### config.mk
export PLATFORM = sky130hd
export DESIGN_NAME = bmorph_window
export DESIGN_NICKNAME = d
export VERILOG_FILES = /design/src/rtl/bmorph_pkg.sv /design/src/rtl/bmorph_window.sv
export SDC_FILE = /design/constraint.sdc
export NUM_CORES = 1
export LEC_CHECK = 0
export BUFFER_PORTS_ARGS = -buffer_cell sky130_fd_sc_hd__buf_2
export CAP_MARGIN = 20
export CELL_PAD_IN_SITES_DETAIL_PLACEMENT = 1
export CELL_PAD_IN_SITES_GLOBAL_PLACEMENT = 1
export CORE_UTILIZATION = 41
export DETAILED_ROUTE_END_ITERATION = 10
export PLACE_DENSITY_LB_ADDON = 0.3
export SETUP_SLACK_MARGIN = 0.5
export SYNTH_ARGS = -nofsm -noshare
export SYNTH_HDL_FRONTEND = slang
export SYNTH_SLANG_ARGS = --single-unit
export TNS_END_PERCENT = 5
### constraint.sdc
create_clock -name clock -period 3.45 [get_ports clock]
set_input_delay 0.345 -clock clock [delete_from_list [all_inputs] [get_ports clock]]
set_output_delay 0.345 -clock clock [all_outputs]
set_load 0.005 [all_outputs]
### src/rtl/bmorph_pkg.sv
// Shared constants, item type and combining functions of the 3x3 binary morphology block.
`default_nettype none

package bmorph_pkg;

   localparam int MAX_WIDTH    = 1024;
   localparam int COL_W        = $clog2(MAX_WIDTH);
   localparam int WSAT_W       = COL_W + 1;
   localparam int HEIGHT_LIMIT = 4096;
   localparam int ROW_W        = 13;
   localparam int PIX_W        = 8;
   localparam int WIDTH_REG_W  = 11;
   localparam int HEIGHT_REG_W = 13;
   localparam int CSR_DATA_W   = 13;
   localparam int CSR_INDEX_W  = 2;

   localparam logic [CSR_INDEX_W-1:0] CSR_MODE   = 2'd0;
   localparam logic [CSR_INDEX_W-1:0] CSR_WIDTH  = 2'd1;
   localparam logic [CSR_INDEX_W-1:0] CSR_HEIGHT = 2'd2;

   localparam logic [WIDTH_REG_W-1:0]  RESET_WIDTH  = 11'd640;
   localparam logic [HEIGHT_REG_W-1:0] RESET_HEIGHT = 13'd480;

   typedef struct packed {
      logic [PIX_W-1:0] pix;
      logic [COL_W-1:0] col;
      logic             has_result;
      logic             use_left;
      logic             use_right;
      logic             use_top;
      logic             use_bot;
      logic             last;
   } item_type;

   function automatic logic [PIX_W-1:0] combine(input logic mode,
                                                input logic [PIX_W-1:0] a,
                                                input logic [PIX_W-1:0] b);
      return mode ? (a | b) : (a & b);
   endfunction

   function automatic logic [PIX_W-1:0] column_value(input logic mode,
                                                     input logic [PIX_W-1:0] top,
                                                     input logic [PIX_W-1:0] mid,
                                                     input logic [PIX_W-1:0] bot,
                                                     input logic use_top,
                                                     input logic use_bot);
      logic [PIX_W-1:0] v;
      v = mid;
      if (use_top) begin
         v = combine(mode, v, top);
      end
      if (use_bot) begin
         v = combine(mode, v, bot);
      end
      return v;
   endfunction

endpackage

`default_nettype wire

### src/rtl/bmorph_window.sv
// Two-column neighborhood window and the AND/OR reduction of the 3x3 neighborhood.
`default_nettype none

module bmorph_window (
   input  wire logic                          clock,
   input  wire logic                          reset,
   input  wire logic                          mode,
   input  wire logic                          advance,
   input  wire bmorph_pkg::item_type          item,
   input  wire logic [bmorph_pkg::PIX_W-1:0]  top,
   input  wire logic [bmorph_pkg::PIX_W-1:0]  mid,
   output      logic [bmorph_pkg::PIX_W-1:0]  pixel_out
);

   // Entries 0..2 hold column c-2 (top, middle, bottom), 3..5 column c-1.
   logic [bmorph_pkg::PIX_W-1:0] win_ff [6];
   logic [bmorph_pkg::PIX_W-1:0] left;
   logic [bmorph_pkg::PIX_W-1:0] center;
   logic [bmorph_pkg::PIX_W-1:0] right;

   always_comb begin
      left   = item.use_left
               ? bmorph_pkg::column_value(mode, win_ff[0], win_ff[1], win_ff[2],
                                          item.use_top, item.use_bot)
               : '0;
      center = bmorph_pkg::column_value(mode, win_ff[3], win_ff[4], win_ff[5],
                                        item.use_top, item.use_bot);
      right  = item.use_right
               ? bmorph_pkg::column_value(mode, top, mid, item.pix,
                                          item.use_top, item.use_bot)
               : '0;
      pixel_out = bmorph_pkg::combine(mode, bmorph_pkg::combine(mode, left, center), right);
   end

   always_ff @(posedge clock) begin
      if (reset) begin
         for (int i = 0; i < 6; i++) begin
            win_ff[i] <= '0;
         end
      end else if (advance) begin
         win_ff[0] <= win_ff[3];
         win_ff[1] <= win_ff[4];
         win_ff[2] <= win_ff[5];
         win_ff[3] <= top;
         win_ff[4] <= mid;
         win_ff[5] <= item.pix;
      end
   end

endmodule

`default_nettype wire

==> flow_summary.ini <==
[run_status]
status = finished clean

[clock_tree]
clock-sinks = 48
ctsResizeCount = 0
cts_tree = done
insertion_delay_ns = 0.30
postCtsSetupBuffers = 0
h-tree-depth = 2
cts_buffer_depth = 2
cts_buffers = 5
hold_buffers = 0
clk_transition_reported_paths_ns = 0.09
cts-root-buf = clkbuf_8

[logic_synthesis]
netlist_top_cells_area = edfxtp_1 55%, and2_1 11%, a221oi_2 3.4%
yosysTopAreaCell = edfxtp_1
ys_ff_latch = 48
synthArstFlopShare_pct = 0
netlist_area_sq_um = 2640
yosysWarnings = 0
ys.flop_type = edfxtp_1
syn_nets = 270
synth.distinct_cells = 31
synth_area_per_cell_sq_um = 11.7
synth_edf_count = 48
synth_top_area_share_pct = 54.6
syn_inst = 226
synth_seq_area_share_pct = 54.6

[detailed_routing]
drc = 0
vias_per_cell = 5.72
wl_mm = 5.96
drtPass1Iterations = 4
drt.antenna.violating_nets = 0
detail_route.iter0.violations = 85
wl_per_cell_microns = 17.8
vias = 1916

[finish]
nFillCells = 693
regArea_sq_um = 1440
multi_input_area_sq_um = 1040
drive_above_1_share_pct = 23.5
area_growth_pct = 9.24
largestRegisters = win_ff (48)
largest_register_ffs = 48
diodes = 0
final_nets = 303
final_area_sq_um = 2890
regMostFlops = win_ff

[min_path]
hp-start = item[17]
holdPathEnd = win_ff[5][1]
whs_path_depth = 2
hold_class = in -> reg

[global_routing]
grt_pass1_wl_mm = 9.93
grt_overflow_total = 0
track_usage_pct = 20.0
grt_pass1_vias = 1994
antenna_found_initial = 0
grt_max_degree = 49

[floorplan]
start_util_pct = 43.6
die_area_sq_um = 6770
die_h_microns = 82.3
core_area_sq_um = 6060
rows = 28
io_pins = 52
fp.dieW_microns = 82.3

[power]
p_leak_uw = 0.00110
peakVddDrop_v = 0.000218
pwr_density_cell_nw_per_um2 = 418
p_total_uw = 1210

[placed_design]
dp_hpwl_mm = 3.86
dpl_cell_area_sq_um = 2810
port_buffers = 39
place_congestion = 0.727

[worst_setup_path]
worstPathRequired_ns = 3.11
worstReg2RegStart = win_ff[5][1]
ff2ff_path_depth = 1
r2r_slack_ns = 2.61
rr_endpoint = win_ff[2][1]
crit_fanout = 25
path_class = in -> out
cp-start-kind = primary input
worstSetupEndpointType = output port
crit_arrival_ns = 1.79

[job]
maxCapViolCount = 0

[timing]
period_needed_ns = 2.14
relSlewSlack_pct = 52.5
worst_slew_pin_slew_ns = 0.713
rsz0062_at_grt = no
setup-tns-final_ns = 0
skew_ns = 0.00195
hold_violations = 0
fin_crit_sh_pct = 62.0
fmax_ghz = 0.467
slew_violations = 0
setup_viol = 0
==> worst max-delay path by stage <==
stage                    to  slack (ns)     from  cells past startpoint
3_5_place_dp   pixel_out[4]        1.35  item[1]                      6
3_3_place_gp   pixel_out[4]        1.39  item[1]                      6
5_1_grt        pixel_out[5]        1.19  item[1]                      6
4_1_cts        pixel_out[5]        1.30  item[1]                      6
6_report       pixel_out[5]        1.31  item[1]                      6
2_1_floorplan  pixel_out[0]        1.97  item[3]                      6
==> synthesized netlist by cell type (2+ instances only) <==
master	n
edfxtp_1	48
a221oi_1	7
nor2b_1	4
a21o_1	5
a221o_1	5
clkbuf_8	2
a21oi_1	16
nand4_1	3
inv_1	5
buf_8	2
and2_1	48
a31oi_1	7
o21ai_1	8
a32o_1	4
clkbuf_2	2
clkbuf_1	3
nand2_1	18
a21oi_2	3
buf_6	5
or2_0	3
a221oi_2	6
nand3_1	13
==> per-stage QoR <==
stage	setup slack, ns	utilization, %	hold slack (ns)	instances
finish	1.31	47.6	0.336	335
floorplan	1.97	-	0.543	226
CTS	1.30	47.6	0.340	335
global placement	1.39	46.3	0.560	327
global route	1.19	47.6	0.336	335
detailed placement	1.35	46.3	0.573	327
==> logic make-up after synthesis <==
| group | count (synthesis) | synth area share (%) |
|---|---|---|
| simple gates | 93 | 20.0 |
| flops | 48 | 54.6 |
| buf+inv | 20 | 6.11 |
| compound gates | 65 | 19.3 |
==> metal layers <==
metal	track usage [%]	wire length [microns]	vias to the layer above
li1	-	-	925
met1	26.2	2820	954
met2	34.0	2910	28
met3	3.30	159	9
met4	5.61	69	0
met5	0	0	-
==> final cells by class <==
cell class / instances / share of cell area (%)
inverters: 5 / 0.650
multi-input cells: 158 / 36.1
flip-flops and latches: 48 / 50.0
well taps: 75 / 3.25
clock buffers: 7 / 2.65
repair buffers: 41 / 7.29
clock inverters: 1 / 0.130
==> report_power, final <==
group,internal (uW),switching [uW]
Combinational,68.3,93.8
Sequential,689,27.8
Clock,142,185
Total,899,307
==> critical path, stage by stage <==
cell,delay (ns)
buf_2,0.48
nand2b_2,0.23
a32o_1,0.33
a31oi_1,0.20
a21oi_1,0.07
buf_2,0.14
==> layout by cell type, fill, tap and decap left out, types with 2 or more instances in the layout <==
master,count
nand3_1,13
a21oi_2,3
or2_0,3
buf_2,39
nor2b_1,3
nand2_1,18
a221o_1,5
a21oi_1,16
buf_4,2
a221oi_1,7
a32o_1,4
nand4_1,3
inv_1,5
o21ai_1,8
a31oi_1,7
a221oi_2,6
a21o_1,5
and2_1,48
clkbuf_8,5
edfxtp_1,48
clkbuf_1,2
Power figures use the tool's default switching activity.
