## src/rtl/bmorph_pkg.sv

```systemverilog
// Shared constants, item type and combining functions of the 3x3 binary morphology block.
`default_nettype none

package bmorph_pkg;

   localparam int MAX_WIDTH    = 1024;
   localparam int COL_W        = $clog2(MAX_WIDTH);
   localparam int WSAT_W       = COL_W + 1;
   localparam int HEIGHT_LIMIT = 4096;
   localparam int ROW_W        = 13;
   localparam int PIX_W        = 8;
   localparam int WIDTH_REG_W  = 11;
   localparam int HEIGHT_REG_W = 13;
   localparam int CSR_DATA_W   = 13;
   localparam int CSR_INDEX_W  = 2;

   localparam logic [CSR_INDEX_W-1:0] CSR_MODE   = 2'd0;
   localparam logic [CSR_INDEX_W-1:0] CSR_WIDTH  = 2'd1;
   localparam logic [CSR_INDEX_W-1:0] CSR_HEIGHT = 2'd2;

   localparam logic [WIDTH_REG_W-1:0]  RESET_WIDTH  = 11'd640;
   localparam logic [HEIGHT_REG_W-1:0] RESET_HEIGHT = 13'd480;

   typedef struct packed {
      logic [PIX_W-1:0] pix;
      logic [COL_W-1:0] col;
      logic             has_result;
      logic             use_left;
      logic             use_right;
      logic             use_top;
      logic             use_bot;
      logic             last;
   } item_type;

   function automatic logic [PIX_W-1:0] combine(input logic mode,
                                                input logic [PIX_W-1:0] a,
                                                input logic [PIX_W-1:0] b);
      return mode ? (a | b) : (a & b);
   endfunction

   function automatic logic [PIX_W-1:0] column_value(input logic mode,
                                                     input logic [PIX_W-1:0] top,
                                                     input logic [PIX_W-1:0] mid,
                                                     input logic [PIX_W-1:0] bot,
                                                     input logic use_top,
                                                     input logic use_bot);
      logic [PIX_W-1:0] v;
      v = mid;
      if (use_top) begin
         v = combine(mode, v, top);
      end
      if (use_bot) begin
         v = combine(mode, v, bot);
      end
      return v;
   endfunction

endpackage

`default_nettype wire

```

## src/rtl/bmorph_ctrl.sv

```systemverilog
// Configuration registers, raster position counters and decode of each incoming word.
`default_nettype none

module bmorph_ctrl (
   input  wire logic                                clock,
   input  wire logic                                reset,
   input  wire logic                                csr_write_enable,
   input  wire logic [bmorph_pkg::CSR_INDEX_W-1:0]  csr_index,
   input  wire logic [bmorph_pkg::CSR_DATA_W-1:0]   csr_wdata,
   input  wire logic                                accept,
   input  wire logic [bmorph_pkg::PIX_W-1:0]        pixel_in,
   input  wire logic                                flush,
   output      logic                                mode,
   output      logic                                keep,
   output      bmorph_pkg::item_type                item
);

   logic                                 mode_ff;
   logic [bmorph_pkg::WIDTH_REG_W-1:0]   width_ff;
   logic [bmorph_pkg::HEIGHT_REG_W-1:0]  height_ff;
   logic [bmorph_pkg::COL_W-1:0]         col_ff;
   logic [bmorph_pkg::COL_W-1:0]         col_in;
   logic [bmorph_pkg::ROW_W-1:0]         row_ff;
   logic [bmorph_pkg::ROW_W-1:0]         row_in;

   logic [bmorph_pkg::WSAT_W-1:0]        wsat;
   logic [bmorph_pkg::COL_W-1:0]         wlast;
   logic [bmorph_pkg::ROW_W-1:0]         hsat;
   logic [bmorph_pkg::ROW_W-1:0]         hlast;
   logic [bmorph_pkg::COL_W-1:0]         col;
   logic [bmorph_pkg::ROW_W-1:0]         row;
   logic                                 drain;
   logic                                 first_col;
   logic                                 inner;
   logic                                 row_end;

   always_comb begin
      if (width_ff < 11'd2) begin
         wsat = bmorph_pkg::WSAT_W'(2);
      end else if (32'(width_ff) > 32'(bmorph_pkg::MAX_WIDTH)) begin
         wsat = bmorph_pkg::WSAT_W'(bmorph_pkg::MAX_WIDTH);
      end else begin
         wsat = bmorph_pkg::WSAT_W'(width_ff);
      end
      wlast = bmorph_pkg::COL_W'(wsat - bmorph_pkg::WSAT_W'(1));

      if (height_ff < 13'd2) begin
         hsat = bmorph_pkg::ROW_W'(2);
      end else if (32'(height_ff) > 32'(bmorph_pkg::HEIGHT_LIMIT)) begin
         hsat = bmorph_pkg::ROW_W'(bmorph_pkg::HEIGHT_LIMIT);
      end else begin
         hsat = bmorph_pkg::ROW_W'(height_ff);
      end
      hlast = hsat + bmorph_pkg::ROW_W'(1);

      col = (col_ff > wlast) ? wlast : col_ff;
      row = (row_ff > hlast) ? hlast : row_ff;

      drain     = row >= hsat;
      keep      = drain || !flush;
      first_col = col == '0;
      // A centre inside the row lags by one column; at column zero the
      // centre is the last pixel of the row before, with no right neighbor.
      inner     = !first_col && row != '0;

      item.pix        = drain ? '0 : pixel_in;
      item.col        = col;
      item.has_result = inner || (first_col && row >= bmorph_pkg::ROW_W'(2));
      item.use_left   = inner ? (col >= bmorph_pkg::COL_W'(2)) : 1'b1;
      item.use_right  = inner;
      item.use_top    = inner ? (row >= bmorph_pkg::ROW_W'(2))
                              : (row >= bmorph_pkg::ROW_W'(3));
      item.use_bot    = inner ? (row <= hsat - bmorph_pkg::ROW_W'(1)) : (row <= hsat);
      item.last       = first_col && row == hlast;

      row_end = col == wlast;
      if (!keep) begin
         col_in = col;
         row_in = row;
      end else if (first_col && row == hlast) begin
         col_in = '0;
         row_in = '0;
      end else if (row_end) begin
         col_in = '0;
         row_in = row + bmorph_pkg::ROW_W'(1);
      end else begin
         col_in = col + bmorph_pkg::COL_W'(1);
         row_in = row;
      end
   end

   always_ff @(posedge clock) begin
      if (reset) begin
         mode_ff   <= 1'b0;
         width_ff  <= bmorph_pkg::RESET_WIDTH;
         height_ff <= bmorph_pkg::RESET_HEIGHT;
      end else if (csr_write_enable) begin
         unique case (csr_index)
            bmorph_pkg::CSR_MODE:   mode_ff   <= csr_wdata[0];
            bmorph_pkg::CSR_WIDTH:  width_ff  <= csr_wdata[bmorph_pkg::WIDTH_REG_W-1:0];
            bmorph_pkg::CSR_HEIGHT: height_ff <= csr_wdata;
            default: begin
            end
         endcase
      end
   end

   always_ff @(posedge clock) begin
      if (reset) begin
         col_ff <= '0;
         row_ff <= '0;
      end else if (accept) begin
         col_ff <= col_in;
         row_ff <= row_in;
      end
   end

   assign mode = mode_ff;

endmodule

`default_nettype wire

```

## config.mk

```make
export PLATFORM = sky130hd
export DESIGN_NAME = bmorph_ctrl
export DESIGN_NICKNAME = d
export VERILOG_FILES = /design/src/rtl/bmorph_pkg.sv /design/src/rtl/bmorph_ctrl.sv
export SDC_FILE = /design/constraint.sdc
export NUM_CORES = 1
export LEC_CHECK = 0
export CAP_MARGIN = 20
export CORE_MARGIN = 3
export CORE_UTILIZATION = 55
export DETAILED_ROUTE_END_ITERATION = 16
export DONT_BUFFER_PORTS = 1
export PLACE_DENSITY_LB_ADDON = 0.1
export SLEW_MARGIN = 10
export SYNTH_ARGS = -nofsm -noshare
export SYNTH_HDL_FRONTEND = slang
export SYNTH_SLANG_ARGS = --single-unit
```

## constraint.sdc

```tcl
create_clock -name clock -period 8 [get_ports clock]
set_input_delay 0.4 -clock clock [delete_from_list [all_inputs] [get_ports clock]]
set_output_delay 0.4 -clock clock [all_outputs]
set_load 0.03 [all_outputs]
```

==> results of run 1 <==
-- worst paths after layout --
check,from,endpoint,slack [ns],cells past startpoint
min reg2reg,width_ff[0],width_ff[0],0.50,2
max reg2reg,height_ff[6],row_ff[8],0.73,30
max,height_ff[6],keep,0.56,27
min,reset,col_ff[0],0.15,1
-- metal layers --
layer  part of all wire (%)  up-vias  track usage, %  wire length [um]
met5                      0        -               0                 0
met4                    3.1        0           10.68               501
met3                    6.3       40           4.068              1023
met2                     46      211           47.33              7519
met1                     45     2542           38.51              7271
li1                       -     2677               -                 -
-- cell type report --
type	count	area, um2
multi-input cells	609	4258
fillers	984	4010
flip-flops and latches	48	960.9
inverters	46	172.7
well taps	133	166.4
repair buffers	20	153.9
clock buffers	6	82.58
clock inverters	2	15.01
-- registers in the layout, summed over array words and instances (netlist names) --
signal     cells
height_ff     13
mode           1
row_ff        13
width_ff      11
col_ff        10
-- power breakdown --
part           total, uW  switching (uW)  leakage, uW  internal (uW)
registers            345            71.4     0.000392            273
clock network        158            88.2    0.0000434           70.1
logic               1970            1250      0.00193            719
-- cell usage in the layout, fill, tap and decap left out, types with 4 or more instances in the layout --
cell      instances
a211oi_1          4
a21boi_0          4
a21o_1            8
a21oi_1          54
a221oi_1          5
a22o_1           10
a311oi_1          5
a31oi_1           8
and2_1           11
and3_1            8
buf_4            19
clkbuf_8          6
dfxtp_1          48
ha_1             54
inv_1            43
mux2_2            9
mux2i_1          13
nand2_1          96
nand2b_1          5
nand3_1          26
nand3b_1          9
nand4_1          19
nor2_1           48
nor2b_1          11
nor3_1           20
nor3b_1           4
nor4_1            8
o211ai_1          4
o21a_1            8
o21ai_0          23
o21bai_1          5
o22ai_1           5
o31ai_1           5
or3_1             8
xnor2_1          36
xor2_1            7
-- logic make-up (layout without fill, tap and decap cells) --
group / count (synthesis) / in the layout / synth area share, %
compound gates: 187 / 187 / 23.91
mux: 22 / 22 / 4.166
fa+ha+maj: 54 / 54 / 12.16
buf+inv: 80 / 74 / 6.327
xor+xnor: 47 / 47 / 8.151
simple gates: 299 / 299 / 27.99
flops: 48 / 48 / 17.29
-- critical path: cells and delay by family, from the launching register on --
kind                     cells  cell delay, ns
AND/OR/NAND/NOR             10            2.38
buffers and inverters        5            1.02
adder cells (fa/ha/maj)      3            0.95
flip-flops                   1            0.42
AO/OA/AOI/OAI                9            1.98
-- stage by stage --
stage                     util (%)  cell area (um2)  cells  setup slack (ns)
after floorplan                  -             5557    737            0.8914
after global placement       57.68             5664    852            0.7782
after detailed placement     57.68             5664    852            0.5200
after CTS                    58.68             5762    860            0.3035
after global routing         59.16             5809    864         -0.007775
final                        59.16             5809    864            0.5636
-- repair_timing --
item                                    in CTS  in global routing
endpoints found under the setup margin       0                 21
gates resized for setup                      0                  3
setup buffers                                0                  4
==> results.json, run 1 <==
{
  "start_util_pct": 56.59,
  "drt-wirelength-per-cell_um": 18.88,
  "crit_path_start_kind": "flop",
  "peakVddDrop_mv": 0.4397,
  "grt_max_degree": 41,
  "cap_violations": 0,
  "synth_top_cell_by_area": "dfxtp_1",
  "crit_path_frequent_cell": "nor2_1",
  "dr.pass1.iters": 5,
  "clock_latency_ns": 0.31,
  "avgSynthCellArea_um2": 7.539,
  "ys_ff_latch": 48,
  "vias": 5470,
  "ys.flop_type": "dfxtp_1",
  "seq_area_frac_synth_pct": 17.29,
  "nets": 812,
  "fin_crit_ns": 7.436,
  "numCtsBuffers": 5,
  "synth_top_area_share_pct": 17.29,
  "antenna_cells": 0,
  "ys_warn_count": 0,
  "synth-edff-count": 0,
  "critPathSlowestCell": "or4_1",
  "synth_area_mm2": 0.005557,
  "path_max_fanout": 23,
  "grt_pass1_vias": 5251,
  "required_ns": 7.60,
  "hold_ws_ns": 0.1506,
  "status": "complete, no violations",
  "path_class": "flop to primary output",
  "finalHoldViolations": 0,
  "die_w_um": 106.5,
  "synth_nets": 819,
  "max_freq_mhz": 134.5,
  "power-per-cell-area_mw_per_mm2": 426.1,
  "slew_headroom_pct": 32.75,
  "numPortBuffers": 0,
  "gp_congestion": 1.020,
  "core_area_mm2": 0.009819,
  "drc": 0,
  "end_kind": "primary output",
  "clkSlewWorstSetupHoldPaths_ns": 0.10,
  "ant_nets": 0,
  "async_flop_share_pct": 0,
  "grt_usage_pct": 28.85,
  "finalMaxSlewViolations": 0,
  "syn_inst": 737,
  "cp.arrival_ns": 7.04,
  "htreeDepth": 2,
  "finalSetupTns_ns": 0,
  "yosys-top-cells-area": "dfxtp_1 17%, ha_1 12%, nand2_1 6.5%, xnor2_1 5.8%, a21oi_1 4.9%",
  "antenna_found_initial": 0,
  "hold_path_class": "input pin to flop",
  "fin_crit_sh_pct": 92.96,
  "yosysUniqueCellTypes": 85,
  "clock_skew_ns": 0.01060,
  "cts_hold_buf": 0,
  "p_leak_uw": 0.002364,
  "placementRows": 36,
  "ios": 54,
  "clockBufferDepth": 2,
  "cts_sinks": 48,
  "drt_iter0_drc": 407,
  "wl_mm": 16.32,
  "netlist_top_cells_count": "96 x nand2_1, 54 x a21oi_1, 54 x ha_1",
  "syn_to_final_growth_pct": 4.549,
  "setup-violations-final": 0,
  "grt.overflow.total": 0,
  "power.total_uw": 2476,
  "cts-root-buf": "clkbuf_8",
  "cts_tree": "yes",
  "layout-drive-gt1-share_pct": 9.029,
  "viasPerCell": 6.331,
  "die-area_mm2": 0.01135,
  "yosysMostFrequentCell": "nand2_1",
  "grt_pass1_wl_mm": 26.84,
  "hpwlAfterDp_mm": 12.83,
  "cpPeakStageDelay_ns": 0.58,
  "worst_pin_slew_ns": 1.002,
  "dieHeight_um": 106.5
}
Power figures use the tool's default switching activity.
==> run 2, diff against run 1 <==
Settings changed: CAP_MARGIN 20 to not set, PLACE_DENSITY set to 0.73, PLACE_DENSITY_LB_ADDON 0.1 to not set.
==> results.json, run 2 (synthesis results as in run 1) <==
{
  "path_class": "flop to primary output",
  "syn_to_final_growth_pct": 5.539,
  "start_util_pct": 56.59,
  "finalHoldViolations": 0,
  "seqCellArea_um2": 960.9,
  "cts_tree": "yes",
  "fin_crit_sh_pct": 93.14,
  "cts_sinks": 48,
  "critPathSlowestCell": "or4_1",
  "end_kind": "primary output",
  "stdcell_count": 869,
  "crit_path_frequent_cell": "o21a_1",
  "drc": 0,
  "finalSetupTns_ns": 0,
  "grt_pass1_vias": 5177,
  "startpoint": "height_ff[6]",
  "grt.overflow.total": 0,
  "clock_skew_ns": 0.007147,
  "setup-violations-final": 0,
  "die_w_um": 106.5,
  "hold_ws_ns": 0.1133,
  "layout-drive-gt1-share_pct": 9.783,
  "numPortBuffers": 0,
  "ios": 54,
  "r2r-start": "height_ff[6]",
  "placementRows": 36,
  "multi_input_area_mm2": 0.004262,
  "hold_path_class": "input pin to flop",
  "required_ns": 7.60,
  "die-area_mm2": 0.01135,
  "drt_iter0_drc": 454,
  "dr.pass1.iters": 6,
  "cp.arrival_ns": 7.05,
  "wl_mm": 16.89,
  "peakVddDrop_mv": 0.4627,
  "hpwlAfterDp_mm": 13.15,
  "path_max_fanout": 12,
  "layout_commonest_cell": "nand2_1",
  "numCtsBuffers": 5,
  "cap_violations": 0,
  "dieHeight_um": 106.5,
  "core_area_mm2": 0.009819,
  "min_from": "reset",
  "power-per-cell-area_mw_per_mm2": 435.8,
  "antenna_cells": 0,
  "max_freq_mhz": 134.2,
  "clockBufferDepth": 2,
  "reg_top3": "height_ff x13, row_ff x13, width_ff x11",
  "placedInstanceArea_mm2": 0.005694,
  "nets": 817,
  "finalMaxSlewViolations": 0,
  "cts_hold_buf": 0,
  "ant_nets": 0,
  "antenna_found_initial": 0,
  "gp_congestion": 0.9910,
  "htreeDepth": 2,
  "clock_latency_ns": 0.34,
  "rrSetupSlack_ns": 0.72,
  "grt_max_degree": 41,
  "grt_pass1_wl_mm": 27.08,
  "nFillCells": 950,
  "crit_path_start_kind": "flop",
  "drt-wirelength-per-cell_um": 19.44,
  "cts-root-buf": "clkbuf_8",
  "slew_headroom_pct": 37.79,
  "fin_area_mm2": 0.005864,
  "grt_usage_pct": 30.03,
  "power.total_uw": 2556,
  "cpPeakStageDelay_ns": 0.59,
  "vias": 5613,
  "post-place-cells": 856,
  "layout_common_cells": "96 x nand2_1, 54 x a21oi_1, 53 x ha_1",
  "clkSlewWorstSetupHoldPaths_ns": 0.10,
  "p_leak_uw": 0.002404,
  "worst_pin_slew_ns": 0.9312,
  "viasPerCell": 6.459,
  "status": "complete, no violations",
  "fin_crit_ns": 7.451
}
-- run 2: repair_timing --
action / in CTS / in global routing
setup endpoints to repair: 0 / 19
gates resized for setup: 0 / 5
setup buffers: 0 / 5
-- run 2: worst paths after layout --
check,end,depth (start not counted)
worst max-delay path,item[1],29
worst min-delay path,row_ff[1],1
worst max register to register,row_ff[12],28
worst min register to register,width_ff[0],2
-- run 2: cell type report --
| cell class | instances | area share [%] |
|---|---|---|
| multi-input cells | 609 | 72.67 |
| inverters | 46 | 2.944 |
| clock inverters | 3 | 0.7894 |
| repair buffers | 25 | 3.200 |
| clock buffers | 5 | 1.173 |
| well taps | 133 | 2.838 |
| flip-flops and latches | 48 | 16.39 |
-- run 2: through the flow --
step	util, %	worst slack (ns)
after floorplan	-	0.8914
after global placement	57.99	0.5440
after detailed placement	57.99	0.1830
after CTS	59.16	0.1244
after global routing	59.72	-0.006224
final	59.72	0.5487
-- run 2: layer usage --
layer	vias to the layer above	global-route usage (%)	wire, um	share of wire, %
met5	-	0	0	0
met4	0	10.68	476	2.8
met3	37	6.011	1426	8.4
met2	276	49.14	7821	46
met1	2610	39.27	7165	42
li1	2690	-	-	-
-- run 2: worst max-delay path: cells and delay by family (launching register included) --
family / cells / cell delay (ns)
multiplexers: 2 / 0.61
buffers and inverters: 4 / 0.66
AO/OA/AOI/OAI: 10 / 1.85
adder cells (fa/ha/maj): 3 / 0.88
flip-flops: 1 / 0.43
XOR/XNOR: 1 / 0.14
AND/OR/NAND/NOR: 9 / 2.13
-- run 2: power by group --
group | switching (uW) | internal, uW
Clock | 100 | 94.3
Combinational | 1270 | 742
Sequential | 75.9 | 273
